[config.mk]
export PLATFORM = sky130hd
export DESIGN_NAME = json_object_validator_unit
export DESIGN_NICKNAME = d
export VERILOG_FILES = /design/src/hdl/jov_pkg.sv /design/src/hdl/json_object_validator_unit.sv
export SDC_FILE = /design/constraint.sdc
export NUM_CORES = 1
export LEC_CHECK = 0
export BUFFER_PORTS_ARGS = -buffer_cell sky130_fd_sc_hd__buf_2
export CORE_MARGIN = 4
export CORE_UTILIZATION = 50
export DETAILED_ROUTE_END_ITERATION = 12
export PLACE_DENSITY = 0.77
export RECOVER_POWER = 100
export SETUP_SLACK_MARGIN = 0.4
export SLEW_MARGIN = 40
export SYNTH_ARGS = -nofsm -noshare
export SYNTH_HDL_FRONTEND = slang
export SYNTH_SLANG_ARGS = --single-unit
[constraint.sdc]
create_clock -name i_clk -period 3.7 [get_ports i_clk]
set_clock_uncertainty 0.15 [all_clocks]
set_input_delay 0.74 -clock i_clk [delete_from_list [all_inputs] [get_ports i_clk]]
set_output_delay 0.74 -clock i_clk [all_outputs]
set_load 0.05 [all_outputs]
[src/hdl/jov_pkg.sv]
// ----------------------------------------------------------------------------
// jov_pkg
// Shared types, constants and small character functions for the JSON object
// validator.
// ----------------------------------------------------------------------------
`default_nettype none

package jov_pkg;

    // Deepest allowed nesting of objects and arrays.
    localparam int MAX_DEPTH = 64;
    localparam int DEPTH_W   = $clog2(MAX_DEPTH + 1);

    // Result codes on the verdict field.
    localparam logic [1:0] VERDICT_PENDING  = 2'd0;
    localparam logic [1:0] VERDICT_ACCEPTED = 2'd1;
    localparam logic [1:0] VERDICT_REJECTED = 2'd2;

    // Which keyword is being matched.
    localparam logic [1:0] LIT_TRUE  = 2'd0;
    localparam logic [1:0] LIT_FALSE = 2'd1;
    localparam logic [1:0] LIT_NULL  = 2'd2;

    // Grammar position. The string modes carry a separate key/value flag.
    typedef enum logic [4:0] {
        M_FIRST, M_BOM, M_PRE, M_OBJ_OPEN, M_OBJ_NEXT, M_COLON, M_VALUE,
        M_ARR_OPEN, M_AFTER, M_DONE, M_LIT,
        M_N_SIGN, M_N_ZERO, M_N_INT, M_N_DOT, M_N_FRAC, M_N_E, M_N_ESIGN, M_N_EXP,
        M_STR, M_ESC, M_HEX, M_SBS, M_SU, M_LHEX
    } t_mode;

    function automatic logic is_ws(input logic [7:0] c);
        is_ws = (c == 8'h20) || (c == 8'h09) || (c == 8'h0D) || (c == 8'h0A);
    endfunction

    function automatic logic is_digit(input logic [7:0] c);
        is_digit = (c >= 8'h30) && (c <= 8'h39);
    endfunction

    // Hex digit value; bit 4 set means the byte is not a hex digit.
    function automatic logic [4:0] hex_of(input logic [7:0] c);
        logic [7:0] d;
        d = 8'h00;
        if (c >= 8'h30 && c <= 8'h39) begin
            d = c - 8'h30;
        end else if (c >= 8'h61 && c <= 8'h66) begin
            d = c - 8'h57;
        end else if (c >= 8'h41 && c <= 8'h46) begin
            d = c - 8'h37;
        end else begin
            d = 8'h10;
        end
        hex_of = d[4:0];
    endfunction

    function automatic logic [2:0] lit_len(input logic [1:0] which);
        case (which)
            LIT_FALSE: lit_len = 3'd5;
            default:   lit_len = 3'd4;
        endcase
    endfunction

    function automatic logic [7:0] lit_char(input logic [1:0] which, input logic [2:0] idx);
        logic [39:0] s;
        case (which)
            LIT_TRUE:  s = {8'h00, "eurt"};
            LIT_FALSE: s = "eslaf";
            default:   s = {8'h00, "llun"};
        endcase
        lit_char = s[idx*8 +: 8];
    endfunction

endpackage

`default_nettype wire

[src/hdl/json_object_validator_unit.sv]
// ----------------------------------------------------------------------------
// json_object_validator_unit
// Streaming well-formedness check of a JSON document whose top-level value is
// an object, one byte of text per word.
// ----------------------------------------------------------------------------
// Usage: the document enters on the input channel (i_valid / o_ready) one byte
// per word, with i_last_byte set on its final byte. Every input word yields
// exactly one result word on the output channel (o_valid / i_ready) holding
// the verdict (pending, accepted or rejected) and the nesting level after that
// byte. The block takes one byte per clock cycle while the output is not
// stalled. A result appears in the cycle after its byte is accepted, from the
// output register. All grammar state, the container stack and the UTF-8 and
// escape progress update in the cycle the byte is accepted, so the next byte
// can follow immediately. The container stack is a shift register: the
// innermost kind sits at bit 0. When the receiver stalls, the output register
// holds its word and o_ready stays high only if that word is being taken in
// the same cycle, so nothing is lost or repeated. A rejection freezes the
// state until the last byte. After reset (synchronous, active low) the block
// is at the start-of-document state with no result pending; after the last
// byte of a document its grammar state is back at the start.
// ----------------------------------------------------------------------------
`default_nettype none

module json_object_validator_unit (
    input  wire logic                       i_clk,
    input  wire logic                       i_rst_n,
    input  wire logic                       i_valid,
    output logic                            o_ready,
    input  wire logic [7:0]                 i_text_byte,
    input  wire logic                       i_last_byte,
    output logic                            o_valid,
    input  wire logic                       i_ready,
    output logic [1:0]                      o_verdict,
    output logic [jov_pkg::DEPTH_W-1:0]     o_nesting_level
);

    localparam int DW = jov_pkg::DEPTH_W;
    localparam int SD = jov_pkg::MAX_DEPTH;

    jov_pkg::t_mode r_mode, n_mode;
    logic           r_val, n_val;
    logic [SD-1:0]  r_stack, n_stack;
    logic [DW-1:0]  r_depth, n_depth;
    logic [1:0]     r_bom, n_bom;
    logic [1:0]     r_u8_rem, n_u8_rem;
    logic [1:0]     r_u8_len, n_u8_len;
    logic [20:0]    r_u8_val, n_u8_val;
    logic [15:0]    r_hex_val, n_hex_val;
    logic [2:0]     r_hex_cnt, n_hex_cnt;
    logic [2:0]     r_lit_idx, n_lit_idx;
    logic [1:0]     r_lit_which, n_lit_which;
    logic           r_failed, n_failed;

    logic           r_out_valid;
    logic [1:0]     r_out_verdict, n_out_verdict;
    logic [DW-1:0]  r_out_level;

    logic           in_acc;

    assign o_ready         = !r_out_valid || i_ready;
    assign in_acc          = i_valid && o_ready;
    assign o_valid         = r_out_valid;
    assign o_verdict       = r_out_verdict;
    assign o_nesting_level = r_out_level;

    // Next-state logic for one byte.
    always_comb begin
        logic [7:0]  c;
        logic        fail, consumed, is_num, is_e;
        logic        do_start, do_open, open_kind, do_close, close_kind;
        logic [4:0]  h;
        logic [15:0] hv;
        logic [20:0] uv, minv;
        logic [2:0]  hc;
        jov_pkg::t_mode eff;

        c          = i_text_byte;
        fail       = 1'b0;
        consumed   = 1'b0;
        do_start   = 1'b0;
        do_open    = 1'b0;
        open_kind  = 1'b0;
        do_close   = 1'b0;
        close_kind = 1'b0;
        is_e       = (c == 8'h65) || (c == 8'h45);
        h          = jov_pkg::hex_of(c);
        hv         = {r_hex_val[11:0], h[3:0]};
        hc         = r_hex_cnt + 3'd1;
        uv         = {r_u8_val[14:0], c[5:0]};
        minv       = 21'h0;
        eff        = r_mode;

        n_mode      = r_mode;
        n_val       = r_val;
        n_stack     = r_stack;
        n_depth     = r_depth;
        n_bom       = r_bom;
        n_u8_rem    = r_u8_rem;
        n_u8_len    = r_u8_len;
        n_u8_val    = r_u8_val;
        n_hex_val   = r_hex_val;
        n_hex_cnt   = r_hex_cnt;
        n_lit_idx   = r_lit_idx;
        n_lit_which = r_lit_which;

        // Number modes: a byte that cannot extend a complete number ends it and is
        // then judged as the byte after a value; an incomplete number rejects it.
        is_num = 1'b1;
        case (r_mode)
            jov_pkg::M_N_SIGN: begin
                consumed = 1'b1;
                if (c == 8'h30) n_mode = jov_pkg::M_N_ZERO;
                else if (jov_pkg::is_digit(c)) n_mode = jov_pkg::M_N_INT;
                else fail = 1'b1;
            end
            jov_pkg::M_N_ZERO, jov_pkg::M_N_INT: begin
                if (jov_pkg::is_digit(c)) begin
                    consumed = 1'b1;
                    if (r_mode == jov_pkg::M_N_ZERO) fail = 1'b1;
                end else if (c == 8'h2E) begin
                    consumed = 1'b1;
                    n_mode   = jov_pkg::M_N_DOT;
                end else if (is_e) begin
                    consumed = 1'b1;
                    n_mode   = jov_pkg::M_N_E;
                end
            end
            jov_pkg::M_N_DOT: begin
                consumed = 1'b1;
                if (jov_pkg::is_digit(c)) n_mode = jov_pkg::M_N_FRAC;
                else fail = 1'b1;
            end
            jov_pkg::M_N_FRAC: begin
                if (jov_pkg::is_digit(c)) begin
                    consumed = 1'b1;
                end else if (is_e) begin
                    consumed = 1'b1;
                    n_mode   = jov_pkg::M_N_E;
                end
            end
            jov_pkg::M_N_E: begin
                consumed = 1'b1;
                if (c == 8'h2B || c == 8'h2D) n_mode = jov_pkg::M_N_ESIGN;
                else if (jov_pkg::is_digit(c)) n_mode = jov_pkg::M_N_EXP;
                else fail = 1'b1;
            end
            jov_pkg::M_N_ESIGN: begin
                consumed = 1'b1;
                if (jov_pkg::is_digit(c)) n_mode = jov_pkg::M_N_EXP;
                else fail = 1'b1;
            end
            jov_pkg::M_N_EXP: begin
                if (jov_pkg::is_digit(c)) consumed = 1'b1;
            end
            default: begin
                is_num = 1'b0;
            end
        endcase

        if (is_num && !consumed) begin
            eff    = jov_pkg::M_AFTER;
            n_mode = jov_pkg::M_AFTER;
        end

        if (!consumed) begin
            case (eff)
                jov_pkg::M_FIRST: begin
                    if (c == 8'hEF) begin
                        n_bom  = 2'd1;
                        n_mode = jov_pkg::M_BOM;
                    end else if (c == 8'h7B) begin
                        do_open = 1'b1;
                    end else if (jov_pkg::is_ws(c)) begin
                        n_mode = jov_pkg::M_PRE;
                    end else begin
                        fail = 1'b1;
                    end
                end
                jov_pkg::M_BOM: begin
                    if (r_bom == 2'd1 && c == 8'hBB) begin
                        n_bom = 2'd2;
                    end else if (r_bom == 2'd2 && c == 8'hBF) begin
                        n_bom  = 2'd0;
                        n_mode = jov_pkg::M_PRE;
                    end else begin
                        fail = 1'b1;
                    end
                end
                jov_pkg::M_PRE: begin
                    if (c == 8'h7B) do_open = 1'b1;
                    else if (!jov_pkg::is_ws(c)) fail = 1'b1;
                end
                jov_pkg::M_OBJ_OPEN: begin
                    if (!jov_pkg::is_ws(c)) begin
                        if (c == 8'h7D) begin
                            do_close = 1'b1;
                        end else if (c == 8'h22) begin
                            n_mode = jov_pkg::M_STR;
                            n_val  = 1'b0;
                        end else begin
                            fail = 1'b1;
                        end
                    end
                end
                jov_pkg::M_OBJ_NEXT: begin
                    if (!jov_pkg::is_ws(c)) begin
                        if (c == 8'h22) begin
                            n_mode = jov_pkg::M_STR;
                            n_val  = 1'b0;
                        end else begin
                            fail = 1'b1;
                        end
                    end
                end
                jov_pkg::M_COLON: begin
                    if (!jov_pkg::is_ws(c)) begin
                        if (c == 8'h3A) n_mode = jov_pkg::M_VALUE;
                        else fail = 1'b1;
                    end
                end
                jov_pkg::M_VALUE: begin
                    if (!jov_pkg::is_ws(c)) do_start = 1'b1;
                end
                jov_pkg::M_ARR_OPEN: begin
                    if (!jov_pkg::is_ws(c)) begin
                        if (c == 8'h5D) begin
                            do_close   = 1'b1;
                            close_kind = 1'b1;
                        end else begin
                            do_start = 1'b1;
                        end
                    end
                end
                jov_pkg::M_AFTER: begin
                    if (!jov_pkg::is_ws(c)) begin
                        if (c == 8'h2C) begin
                            if (r_depth == '0) fail = 1'b1;
                            else if (r_stack[0]) n_mode = jov_pkg::M_VALUE;
                            else n_mode = jov_pkg::M_OBJ_NEXT;
                        end else if (c == 8'h7D) begin
                            do_close = 1'b1;
                        end else if (c == 8'h5D) begin
                            do_close   = 1'b1;
                            close_kind = 1'b1;
                        end else begin
                            fail = 1'b1;
                        end
                    end
                end
                jov_pkg::M_DONE: begin
                    if (!jov_pkg::is_ws(c)) fail = 1'b1;
                end
                jov_pkg::M_LIT: begin
                    if (r_lit_idx >= jov_pkg::lit_len(r_lit_which) ||
                        c != jov_pkg::lit_char(r_lit_which, r_lit_idx)) begin
                        fail = 1'b1;
                    end else begin
                        n_lit_idx = r_lit_idx + 3'd1;
                        if (n_lit_idx == jov_pkg::lit_len(r_lit_which)) begin
                            n_mode = jov_pkg::M_AFTER;
                        end
                    end
                end
                jov_pkg::M_STR: begin
                    if (r_u8_rem != 2'd0) begin
                        if (c[7:6] != 2'b10) begin
                            fail = 1'b1;
                        end else begin
                            n_u8_val = uv;
                            n_u8_rem = r_u8_rem - 2'd1;
                            if (n_u8_rem == 2'd0) begin
                                case (r_u8_len)
                                    2'd1:    minv = 21'h80;
                                    2'd2:    minv = 21'h800;
                                    default: minv = 21'h10000;
                                endcase
                                if (uv < minv || uv > 21'h10FFFF ||
                                    (uv >= 21'hD800 && uv <= 21'hDFFF)) fail = 1'b1;
                            end
                        end
                    end else if (c == 8'h22) begin
                        n_mode = r_val ? jov_pkg::M_AFTER : jov_pkg::M_COLON;
                    end else if (c < 8'h20) begin
                        fail = 1'b1;
                    end else if (c == 8'h5C) begin
                        n_mode = jov_pkg::M_ESC;
                    end else if (c[7]) begin
                        if (c[7:5] == 3'b110) begin
                            n_u8_len = 2'd1;
                            n_u8_rem = 2'd1;
                            n_u8_val = {16'h0, c[4:0]};
                        end else if (c[7:4] == 4'b1110) begin
                            n_u8_len = 2'd2;
                            n_u8_rem = 2'd2;
                            n_u8_val = {17'h0, c[3:0]};
                        end else if (c[7:3] == 5'b11110) begin
                            n_u8_len = 2'd3;
                            n_u8_rem = 2'd3;
                            n_u8_val = {18'h0, c[2:0]};
                        end else begin
                            fail = 1'b1;
                        end
                    end
                end
                jov_pkg::M_ESC: begin
                    if (c == 8'h22 || c == 8'h5C || c == 8'h2F || c == 8'h62 ||
                        c == 8'h66 || c == 8'h6E || c == 8'h72 || c == 8'h74) begin
                        n_mode = jov_pkg::M_STR;
                    end else if (c == 8'h75) begin
                        n_hex_cnt = 3'd0;
                        n_hex_val = 16'h0;
                        n_mode    = jov_pkg::M_HEX;
                    end else begin
                        fail = 1'b1;
                    end
                end
                jov_pkg::M_HEX, jov_pkg::M_LHEX: begin
                    if (h[4]) begin
                        fail = 1'b1;
                    end else begin
                        n_hex_val = hv;
                        n_hex_cnt = hc;
                        if (hc >= 3'd4) begin
                            if (eff == jov_pkg::M_HEX) begin
                                if (hv >= 16'hD800 && hv <= 16'hDBFF) n_mode = jov_pkg::M_SBS;
                                else if (hv >= 16'hDC00 && hv <= 16'hDFFF) fail = 1'b1;
                                else n_mode = jov_pkg::M_STR;
                            end else begin
                                if (hv >= 16'hDC00 && hv <= 16'hDFFF) n_mode = jov_pkg::M_STR;
                                else fail = 1'b1;
                            end
                        end
                    end
                end
                jov_pkg::M_SBS: begin
                    if (c == 8'h5C) n_mode = jov_pkg::M_SU;
                    else fail = 1'b1;
                end
                jov_pkg::M_SU: begin
                    if (c == 8'h75) begin
                        n_hex_cnt = 3'd0;
                        n_hex_val = 16'h0;
                        n_mode    = jov_pkg::M_LHEX;
                    end else begin
                        fail = 1'b1;
                    end
                end
                default: begin
                    fail = 1'b1;
                end
            endcase
        end

        // Start of a value inside an object member or an array.
        if (do_start) begin
            if (c == 8'h22) begin
                n_mode = jov_pkg::M_STR;
                n_val  = 1'b1;
            end else if (c == 8'h7B) begin
                do_open = 1'b1;
            end else if (c == 8'h5B) begin
                do_open   = 1'b1;
                open_kind = 1'b1;
            end else if (c == 8'h74 || c == 8'h66 || c == 8'h6E) begin
                n_lit_which = (c == 8'h74) ? jov_pkg::LIT_TRUE :
                              (c == 8'h66) ? jov_pkg::LIT_FALSE : jov_pkg::LIT_NULL;
                n_lit_idx   = 3'd1;
                n_mode      = jov_pkg::M_LIT;
            end else if (c == 8'h2D) begin
                n_mode = jov_pkg::M_N_SIGN;
            end else if (c == 8'h30) begin
                n_mode = jov_pkg::M_N_ZERO;
            end else if (jov_pkg::is_digit(c)) begin
                n_mode = jov_pkg::M_N_INT;
            end else begin
                fail = 1'b1;
            end
        end

        if (do_open) begin
            if (r_depth >= DW'(SD)) begin
                fail = 1'b1;
            end else begin
                n_stack = {r_stack[SD-2:0], open_kind};
                n_depth = r_depth + 1'b1;
                n_mode  = open_kind ? jov_pkg::M_ARR_OPEN : jov_pkg::M_OBJ_OPEN;
            end
        end

        if (do_close) begin
            if (r_depth == '0 || r_stack[0] != close_kind) begin
                fail = 1'b1;
            end else begin
                n_stack = {1'b0, r_stack[SD-1:1]};
                n_depth = r_depth - 1'b1;
                n_mode  = (n_depth == '0) ? jov_pkg::M_DONE : jov_pkg::M_AFTER;
            end
        end

        // A rejected document ignores further bytes.
        if (r_failed) begin
            n_depth = r_depth;
            n_mode  = r_mode;
        end
        n_failed = r_failed || fail;

        if (i_last_byte) begin
            n_out_verdict = (!n_failed && n_mode == jov_pkg::M_DONE) ?
                            jov_pkg::VERDICT_ACCEPTED : jov_pkg::VERDICT_REJECTED;
        end else begin
            n_out_verdict = n_failed ? jov_pkg::VERDICT_REJECTED : jov_pkg::VERDICT_PENDING;
        end
    end

    // Grammar state. The last byte of a document returns it to the start.
    always_ff @(posedge i_clk) begin
        if (!i_rst_n || (in_acc && i_last_byte)) begin
            r_mode      <= jov_pkg::M_FIRST;
            r_val       <= 1'b0;
            r_stack     <= '0;
            r_depth     <= '0;
            r_bom       <= 2'd0;
            r_u8_rem    <= 2'd0;
            r_u8_len    <= 2'd0;
            r_u8_val    <= 21'h0;
            r_hex_val   <= 16'h0;
            r_hex_cnt   <= 3'd0;
            r_lit_idx   <= 3'd0;
            r_lit_which <= 2'd0;
            r_failed    <= 1'b0;
        end else if (in_acc && !r_failed) begin
            r_mode      <= n_mode;
            r_val       <= n_val;
            r_stack     <= n_stack;
            r_depth     <= n_depth;
            r_bom       <= n_bom;
            r_u8_rem    <= n_u8_rem;
            r_u8_len    <= n_u8_len;
            r_u8_val    <= n_u8_val;
            r_hex_val   <= n_hex_val;
            r_hex_cnt   <= n_hex_cnt;
            r_lit_idx   <= n_lit_idx;
            r_lit_which <= n_lit_which;
            r_failed    <= n_failed;
        end
    end

    // Output register: loads whenever a byte is accepted.
    always_ff @(posedge i_clk) begin
        if (!i_rst_n) begin
            r_out_valid <= 1'b0;
        end else if (in_acc) begin
            r_out_valid <= 1'b1;
        end else if (i_ready) begin
            r_out_valid <= 1'b0;
        end
    end

    always_ff @(posedge i_clk) begin
        if (in_acc) begin
            r_out_verdict <= n_out_verdict;
            r_out_level   <= n_depth;
        end
    end

    a_reset_empty: assert property (@(posedge i_clk) !i_rst_n |=> !o_valid)
        else $error("output valid after reset");

    a_depth_bound: assert property (@(posedge i_clk) disable iff (!i_rst_n)
        r_depth <= DW'(SD))
        else $error("nesting depth beyond limit");

    a_reject_holds: assert property (@(posedge i_clk) disable iff (!i_rst_n)
        (in_acc && r_failed) |=> (o_verdict == jov_pkg::VERDICT_REJECTED))
        else $error("rejection not held");

    a_last_restarts: assert property (@(posedge i_clk) disable iff (!i_rst_n)
        (in_acc && i_last_byte) |=> (r_depth == '0 && !r_failed))
        else $error("state not cleared after last byte");

endmodule

`default_nettype wire
==> metrics.cfg, run 1 <==
[timing]
whs_ns = 0.300
fin_crit_sh_pct = 97.0
slew_headroom_pct = 52.4
worst_pin_slew_ns = 0.713
hold_violations = 0
final-setup-viol-count = 0
fmax_mhz = 279
min_period_ns = 3.59
setup_tns_ns = 0
rsz0062_at_grt = yes
drv_slew = 0

[worst_setup_path]
cp-end-kind = flop
critPathMaxFanout = 6
critical_path_required_ns = 3.73
worstPathArrival_ns = 3.62
path_class = in2reg
cp-start-kind = primary input

[cts]
cts_sinks = 129
clkTransAtPathRegs_ns = 0.07
cts_buffer_depth = 2
numCtsBuffers = 17
ctsHoldBuffers = 0
cts_tree = done
insertion_delay_ns = 0.43
cts-root-buf = clkbuf_16
htree_levels = 4

[pwr]
p_per_area_nw_per_um2 = 321
power_mw = 3.50
irDropWorstVdd_v = 0.000330
leakage_nw = 4.14

[detailed_routing]
detail_route.vias_per_cell = 6.41
dr.first_iter.drc_count = 1152
wire_per_inst_um = 19.8
antenna_left = 0
wl_um = 29400
vias = 9535
drcViolationCount = 0
first_pass_iters = 5

[final_layout]
layout.cells.non_filler = 1487
post-route-util_pct = 68.1
fill_cells = 1363
nets = 1286
multi_input_area_sq_um = 5490
antenna_cells = 0
regArea_sq_um = 2680
area_growth_pct = 32.1
drive_gt1_share_pct = 24.9

[synthesis]
synth-main-ff-cell = dfxtp_1
ys_types = 77
synth_most_common_cell = a21oi_1
yosysTopAreaCell = dfxtp_1
async_flop_share_pct = 0
synth_area_per_cell_sq_um = 7.41
syn_area_sq_um = 8240
yosys-top-cells-count = a21oi_1 (142), dfxtp_1 (120), nand2_1 (104), o21ai_0 (99), nor2_1 (85)
ys_seq_elements = 129
synth.area.top_cells = dfxtp_1 (29%), a21oi_1 (8.6%), o21ai_0 (6.0%), o22ai_1 (4.9%), nand2_1 (4.7%)
synth_top_cell_area_share_pct = 29.1
synth_edf_count = 9
syn-instance-count = 1113
ys_seq_area_share_pct = 32.4
syn_nets = 1141
ys_warn_count = 0

[floorplan]
fp.coreArea_sq_um = 16000
rows = 46
die_h_um = 136
num_io_pins = 24
start_util_pct = 51.5
die-area_sq_um = 18600
die_x_um = 136

[global_route]
grt_util_all_layers_pct = 30.4
grt_pass1_wl_um = 45200
grt_max_degree = 65
grt_antenna_before_repair = 0
grt-ovfl-total = 0
grt_pass1_vias = 8620

[worst_hold_path]
hp-class = reg2reg

[placed_design]
place_congestion = 1.04
dp.cells = 1427
io_buffers = 23
dp_hpwl_um = 19800

[outcome]
status = completed

[flow_run]
drv_cap = 0

## stage by stage
step,setup slack [ns],cell area (sq um)
final,0.110,10900
after global routing,0.0416,10900
after CTS,0.222,10400
after detailed placement,-0.348,9680
after global placement,-0.289,9680
after floorplan,0.0147,8330
## what timing repair did
action	4_1_cts	5_1_grt
setup endpoints to repair	73	83
setup buffers	3	19
pin swaps	10	27
resized for setup	16	81
cloned	1	5
## critical path, cell delays in order
cell and delay (ns):
buf_8 0.10, or4b_1 0.59, or4b_1 0.53, buf_4 0.16, nand4_1 0.12, nor2_2 0.08
buf_4 0.17, a21o_1 0.21, a31o_2 0.24, a41oi_2 0.26, a21oi_2 0.09, o31a_1 0.33
## path summary, 6_finish.rpt
kind,end,slack (ns),startpoint,cells after the start
hold reg to reg,r_hex_val[11]$_SDFFE_PP0P_,0.30,r_hex_val[11]$_SDFFE_PP0P_,2
setup reg to reg,o_verdict[1]$_DFFE_PP_,0.24,r_mode[1]$_SDFFE_PP0P_,12
setup / recovery,o_verdict[1]$_DFFE_PP_,0.11,i_text_byte[7],12
hold / removal,r_hex_val[11]$_SDFFE_PP0P_,0.30,r_hex_val[11]$_SDFFE_PP0P_,2
## cells in the final DEF (no fill, tap or decap), types with 16 or more instances in the layout
master and instances:
buf_4 164, a21oi_1 134, dfxtp_1 115, nand2_1 101, o21ai_0 91, nor2_1 79
o22ai_1 64, nand3_1 47, inv_1 25, nor3_1 22, clkbuf_1 22, clkbuf_16 20
xnor2_1 16, buf_6 16
## state kept, by name, summed over array words and instances (netlist names)
name / count
r_lit_which: 2
r_stack: 64
r_u8_val: 15
r_mode: 5
r_depth: 7
r_val: 1
o_nesting_level: 7
o_verdict: 2
r_bom: 2
o_valid: 1
r_hex_val: 12
r_hex_cnt: 3
r_u8_rem: 2
r_failed: 1
r_lit_idx: 3
r_u8_len: 2
## kinds of logic (layout without fill, tap and decap cells)
group / Yosys count / after routing / share of synthesized area [%]
multiplexers: 13 / 13 / 1.64
buffers and inverters: 124 / 282 / 5.81
flip-flops: 129 / 129 / 32.4
AO/OA/AOI/OAI: 402 / 402 / 29.3
AND/OR/NAND/NOR: 409 / 409 / 26.3
adder cells (fa/ha/maj): 15 / 15 / 2.28
XOR/XNOR: 21 / 21 / 2.23
## per-layer routing
layer	up-vias	share of wire [%]	track usage (%)
met1	4468	42	41.4
met4	0	3.7	11.3
met3	100	8.0	5.22
li1	4437	-	-
met2	530	46	48.4
met5	-	0	0
## report_power, final
part	leakage, nW	internal (mW)	switching (mW)	total (mW)
Sequential	1.06	1.41	0.0142	1.43
Combinational	2.80	0.160	0.235	0.395
Clock	0.282	0.902	0.774	1.68
Total	4.14	2.47	1.02	3.50
## area by class of cell
| type | count | area share (%) |
|---|---|---|
| clock buffers | 17 | 3.91 |
| clock inverters | 15 | 1.53 |
| inverters | 27 | 0.977 |
| multi-input cells | 860 | 50.4 |
| flip-flops and latches | 129 | 24.6 |
| well taps | 216 | 2.48 |
| repair buffers | 223 | 16.0 |
No activity file was read; power rests on OpenSTA's default activity.
==> run 2, diff against run 1 <==
--- a/config.mk
+++ b/config.mk
@@ -10,7 +10,6 @@
 export CORE_UTILIZATION = 50
 export DETAILED_ROUTE_END_ITERATION = 12
 export PLACE_DENSITY = 0.77
-export RECOVER_POWER = 100
 export SETUP_SLACK_MARGIN = 0.4
 export SLEW_MARGIN = 40
 export SYNTH_ARGS = -nofsm -noshare
==> metrics.cfg, run 2 (same netlist as run 1, synthesis figures left out) <==
[timing]
final-setup-viol-count = 0  ; unchanged
timing.final.ws_setup_ns = 0.174  ; +0.0647 ns
rsz0062_at_grt = yes
hold_violations = 0  ; unchanged
slew_headroom_pct = 54.2  ; +1.8 points
fin_crit_sh_pct = 95.3  ; -1.7 points
fmax_mhz = 284  ; +1.8%
min_period_ns = 3.53  ; -0.0647 ns
drv_slew = 0  ; unchanged
worst_pin_slew_ns = 0.686  ; -0.0272 ns

[worst_hold_path]
hold_path_startpoint = r_hex_val[11]$_SDFFE_PP0P_
holdPathStages = 2  ; unchanged
hp-class = reg2reg
min_to = r_hex_val[11]$_SDFFE_PP0P_

[worst_setup_path]
path_common_cell = or4b_4
worstPathArrival_ns = 3.55  ; -0.07 ns
r2r-end = o_verdict[1]$_DFFE_PP_
r2r_cells = 11  ; -1
slowest_stage = or4b_4
reg2reg_slack_ns = 0.27  ; +0.03 ns
cp-end-kind = flop
cp-start-kind = primary input
critical_path_required_ns = 3.73  ; about the same
path_class = in2reg
r2r_start = r_mode[2]$_SDFFE_PP0P_
cp_cell_sequence = buf_8 -> or4b_4 -> or4b_4 -> and4_4 -> a21oi_4 -> a21oi_2 -> a2111oi_4 -> a32oi_2 -> a211oi_2 -> nand3_1 -> o31a_1
critPathMaxFanout = 4  ; -2
slowest_delay_ns = 0.56  ; -0.03 ns

[floorplan]
die_x_um = 136  ; unchanged
die-area_sq_um = 18600  ; unchanged
fp.coreArea_sq_um = 16000  ; unchanged
rows = 46  ; unchanged
die_h_um = 136  ; unchanged
start_util_pct = 51.5  ; unchanged
num_io_pins = 24  ; unchanged

[final_layout]
post-route-util_pct = 68.6  ; +0.53 points
drive_gt1_share_pct = 27.1  ; +2.2 points
mostFrequentLayoutCells = buf_4 (179), a21oi_1 (134), dfxtp_1 (115)
final_common_cell = buf_4
layout.cells.non_filler = 1487  ; unchanged
regMostFlops = r_stack
reg_top3 = r_stack: 64 flops, r_u8_val: 15 flops, r_hex_val: 12 flops
largest_register_ffs = 64  ; unchanged
design_area_sq_um = 11000  ; +0.78%
antenna_cells = 0  ; unchanged
nets = 1286  ; unchanged
area_growth_pct = 33.1

[outcome]
status = completed

[cts]
insertion_delay_ns = 0.43  ; about the same
numCtsBuffers = 17  ; unchanged
cts_tree = done
cts-root-buf = clkbuf_16
htree_levels = 4  ; unchanged
cts_buffer_depth = 2  ; unchanged
cts_sinks = 129  ; unchanged
clkTransAtPathRegs_ns = 0.07  ; about the same

[global_route]
grt_pass1_wl_um = 45200  ; unchanged
grt_antenna_before_repair = 0  ; unchanged
grt_pass1_vias = 8620  ; unchanged
grt_max_degree = 65  ; unchanged
grt-ovfl-total = 0  ; unchanged
grt_util_all_layers_pct = 30.4  ; unchanged

[detailed_routing]
dr.first_iter.drc_count = 1021  ; -11%
wire_per_inst_um = 19.8  ; +0.38%
wl_um = 29500  ; +0.38%
detail_route.vias_per_cell = 6.40  ; -0.18%
first_pass_iters = 5  ; unchanged
vias = 9518  ; -0.18%
antenna_left = 0  ; unchanged
drcViolationCount = 0  ; unchanged

[flow_run]
drv_cap = 0  ; unchanged

[placed_design]
place_congestion = 1.04  ; unchanged
place_ws_ns = -0.348  ; unchanged
dp.cells = 1427  ; unchanged
dp_hpwl_um = 19800  ; unchanged
place_area_sq_um = 9680  ; unchanged
io_buffers = 23  ; unchanged

[pwr]
irDropWorstVdd_v = 0.000330  ; about the same
power_mw = 3.50  ; +0.16%
p_per_area_nw_per_um2 = 319  ; -0.62%
leakage_nw = 4.22  ; +2.0%

run 2: cell count changes in the layout (fill, tap and decap cells not counted), sizes merged:
cell and delta:
clkbuf -26, buf +26
run 2: how the worst max path moves through the flow:
stage / cells after the start / from / end
2_1_floorplan: 13 / i_text_byte[1] / o_verdict[1]$_DFFE_PP_
3_3_place_gp: 11 / i_text_byte[4] / o_verdict[0]$_SDFFCE_PN0P_
3_5_place_dp: 11 / i_text_byte[0] / o_verdict[1]$_DFFE_PP_
4_1_cts: 11 / i_text_byte[7] / o_verdict[1]$_DFFE_PP_
5_1_grt: 13 / i_text_byte[0] / o_verdict[1]$_DFFE_PP_
6_report: 11 / i_text_byte[7] / o_verdict[1]$_DFFE_PP_
run 2: layout make-up:
class,instances,area (sq um)
Multi-Input combinational cell,860,5520
Inverter,27,106
Clock inverter,15,166
Sequential cell,129,2680
Timing Repair Buffer,223,1810
Clock buffer,17,425
Fill cell,1337,5030
Tap cell,216,270
run 2: routing by layer:
layer	track usage, %	share of wire (%)	up-vias
met3	5.22	8.1	88
met1	41.4	42	4487
li1	-	-	4435
met4	11.3	3.5	0
met5	0	0	-
met2	48.4	46	508
run 2: metrics by stage:
| stage | hold WS [ns] | TNS (ns) |
|---|---|---|
| 2_1_floorplan | 0.282 | 0 |
| 5_1_grt | 0.335 | 0 |
| 4_1_cts | 0.302 | 0 |
| 3_5_place_dp | 0.293 | -4.67 |
| 6_report | 0.300 | 0 |
| 3_3_place_gp | 0.293 | -1.93 |
run 2: where the power goes:
group          switching, mW  internal [mW]  total [mW]
clock network          0.773          0.902        1.67
logic                  0.236          0.165       0.401
registers             0.0143           1.41        1.43
run 2: repair_timing:
item	4_1_cts	5_1_grt
gates resized for setup	16	81
endpoints found under the setup margin	73	83
cloned	1	5
pin swaps	10	27
hold buffers	0	0
setup buffers	3	19
run 2: critical path, delay by kind of cell:
family / cells / cell delay, ns
buffers and inverters: 1 / 0.10
AOI/OAI and AO/OA: 6 / 1.26
and+or+nand+nor: 4 / 1.45
==> run 3, diff against run 2 <==
--- a/config.mk
+++ b/config.mk
@@ -6,10 +6,12 @@
 export NUM_CORES = 1
 export LEC_CHECK = 0
 export BUFFER_PORTS_ARGS = -buffer_cell sky130_fd_sc_hd__buf_2
+export CELL_PAD_IN_SITES_DETAIL_PLACEMENT = 1
+export CELL_PAD_IN_SITES_GLOBAL_PLACEMENT = 1
 export CORE_MARGIN = 4
-export CORE_UTILIZATION = 50
+export CORE_UTILIZATION = 42
 export DETAILED_ROUTE_END_ITERATION = 12
-export PLACE_DENSITY = 0.77
+export PLACE_DENSITY = 0.84
 export SETUP_SLACK_MARGIN = 0.4
 export SLEW_MARGIN = 40
 export SYNTH_ARGS = -nofsm -noshare
==> metrics.cfg, run 3 (same netlist as run 1, synthesis figures left out) <==
[timing]
fin_crit_sh_pct = 106  ; +10 points
whs_ns = 0.319  ; +0.0184 ns
min_period_ns = 3.91  ; +0.385 ns
worst_pin_slew_ns = 1.05  ; +0.361 ns
timing.final.ws_setup_ns = -0.211  ; -0.385 ns
fmax_mhz = 256  ; -9.8%
setup_tns_ns = -0.450  ; -0.450 ns
hold_violations = 0  ; unchanged
slew_headroom_pct = 30.1  ; -24 points
rsz0062_at_grt = yes
final-setup-viol-count = 4  ; +4
drv_slew = 0  ; unchanged

[pwr]
p_per_area_nw_per_um2 = 327  ; +2.5%
leakage_nw = 4.44  ; +5.3%
power_mw = 3.78  ; +8.1%
irDropWorstVdd_v = 0.000367  ; +11%

[detailed_routing]
antenna_left = 0  ; unchanged
drcViolationCount = 0  ; unchanged
detail_route.vias_per_cell = 7.13  ; +11%
wire_per_inst_um = 29.8  ; +50%
dr.first_iter.drc_count = 1528  ; +50%
first_pass_iters = 10  ; +5
wl_um = 45900  ; +56%
vias = 10984  ; +15%

[worst_setup_path]
r2r_cells = 11  ; unchanged
cp_cell_sequence = nor2b_1 -> nand2_1 -> a21oi_1 -> a311oi_2 -> buf_4 -> o2111ai_2 -> o22ai_1 -> o2111a_2 -> nor2_1 -> nand3_2 -> o31a_1
path_class = reg2reg
r2r_start = r_mode[0]$_SDFFE_PP0P_
slowest_delay_ns = 0.87  ; +0.31 ns
endpoint = o_verdict[1]$_DFFE_PP_
worstPathArrival_ns = 3.95  ; +0.40 ns
r2r-end = o_verdict[1]$_DFFE_PP_
critical_path_required_ns = 3.74  ; about the same
reg2reg_slack_ns = -0.21  ; -0.48 ns
cp.depth = 11  ; unchanged
path_delay_family = simple AND/OR/NAND/NOR gates
slowest_stage = nor2b_1
cp-start-kind = flop
path_buf_inv = 1  ; unchanged
cp-end-kind = flop
crit_start = r_mode[0]$_SDFFE_PP0P_
critPathMaxFanout = 9  ; +5

[final_layout]
largest_register_ffs = 64  ; unchanged
post-route-util_pct = 60.8  ; -7.8 points
nets = 1295  ; +0.70%
area_growth_pct = 40.3
regMostFlops = r_stack
mostFrequentLayoutCells = buf_4 (178), a21oi_1 (126), dfxtp_1 (114)
drive_gt1_share_pct = 32.2  ; +5.0 points
final_common_cell = buf_4
reg_top3 = r_stack: 64 flops, r_u8_val: 15 flops, r_hex_val: 12 flops
antenna_cells = 0  ; unchanged
layout.cells.non_filler = 1540  ; +3.6%

[flow_run]
drv_cap = 0  ; unchanged

[cts]
insertion_delay_ns = 0.45  ; +0.02 ns
cts-root-buf = clkbuf_16
cts_sinks = 129  ; unchanged
cts_tree = done
clkTransAtPathRegs_ns = 0.07  ; about the same
numCtsBuffers = 17  ; unchanged
cts_buffer_depth = 2  ; unchanged
htree_levels = 4  ; unchanged

[global_route]
grt_antenna_before_repair = 3  ; +3
grt_pass1_wl_um = 56400  ; +25%
grt-ovfl-total = 0  ; unchanged
grt_util_all_layers_pct = 31.9  ; +1.5 points
grt_max_degree = 63  ; -3.1%
grt_pass1_vias = 10114  ; +17%

[worst_hold_path]
hp-class = reg2reg

[floorplan]
die-area_sq_um = 21900  ; +18%
fp.coreArea_sq_um = 19000  ; +19%
rows = 50  ; +8.7%
die_x_um = 148  ; +8.6%
start_util_pct = 43.3  ; -8.2 points
num_io_pins = 24  ; unchanged
die_h_um = 148  ; +8.6%

[placed_design]
dp.cells = 1472  ; +3.2%
place_congestion = 1.01  ; -2.2%
dp_hpwl_um = 22500  ; +14%
io_buffers = 23  ; unchanged

[outcome]
status = complete, but fails checks
violations = negative setup slack

## run 3: per-layer routing
layer / GRT usage (%) / vias to the layer above / wire [um]
met2: 53.0 / 889 / 20400
met4: 16.0 / 6 / 4220
met3: 6.79 / 386 / 5000
met1: 39.3 / 5245 / 16200
met5: 0 / - / 50
li1: - / 4458 / -
## run 3: worst min path at each step
stage / cells past startpoint / from / endpoint
6_report: 2 / r_hex_cnt[1]$_SDFFE_PP0P_ / r_hex_cnt[1]$_SDFFE_PP0P_
5_1_grt: 2 / r_hex_cnt[1]$_SDFFE_PP0P_ / r_hex_cnt[1]$_SDFFE_PP0P_
4_1_cts: 2 / r_hex_cnt[1]$_SDFFE_PP0P_ / r_hex_cnt[1]$_SDFFE_PP0P_
3_5_place_dp: 2 / r_hex_val[5]$_SDFFE_PP0P_ / r_hex_val[5]$_SDFFE_PP0P_
3_3_place_gp: 2 / r_hex_val[10]$_SDFFE_PP0P_ / r_hex_val[10]$_SDFFE_PP0P_
2_1_floorplan: 2 / r_hex_val[11]$_SDFFE_PP0P_ / r_hex_val[11]$_SDFFE_PP0P_
## run 3: final cells by class
type	instances	area, sq um
sequential	129	2680
timing repair buffer	232	2010
clock buffer	17	425
inverter	27	109
tap	260	325
clock inverter	15	204
fill	2267	7450
multi-input combinational	860	5810
## run 3: per-stage QoR
step / setup WS (ns) / area (sq um)
after detailed placement: -0.417 / 9810
after CTS: 0.232 / 10800
final: -0.211 / 11600
after floorplan: 0.0147 / 8330
after global routing: -0.215 / 11600
after global placement: -0.307 / 9810
## run 3: timing repair
action,CTS,global route
setup buffers,11,18
gates cloned,0,7
resized for setup,66,163
hold buffers,0,0
pin swaps,36,27
endpoints found under the setup margin,86,92
## run 3: where the power goes
part | total, mW | internal, mW | switching [mW]
clock network | 1.87 | 1.04 | 0.830
logic | 0.487 | 0.183 | 0.305
registers | 1.43 | 1.41 | 0.0141
total | 3.78 | 2.64 | 1.15
## run 3: tightest hold or removal path: stages (launching register included)
cell and delay [ns]:
dfxtp_1 0.32, nand2_1 0.06, a21oi_1 0.05
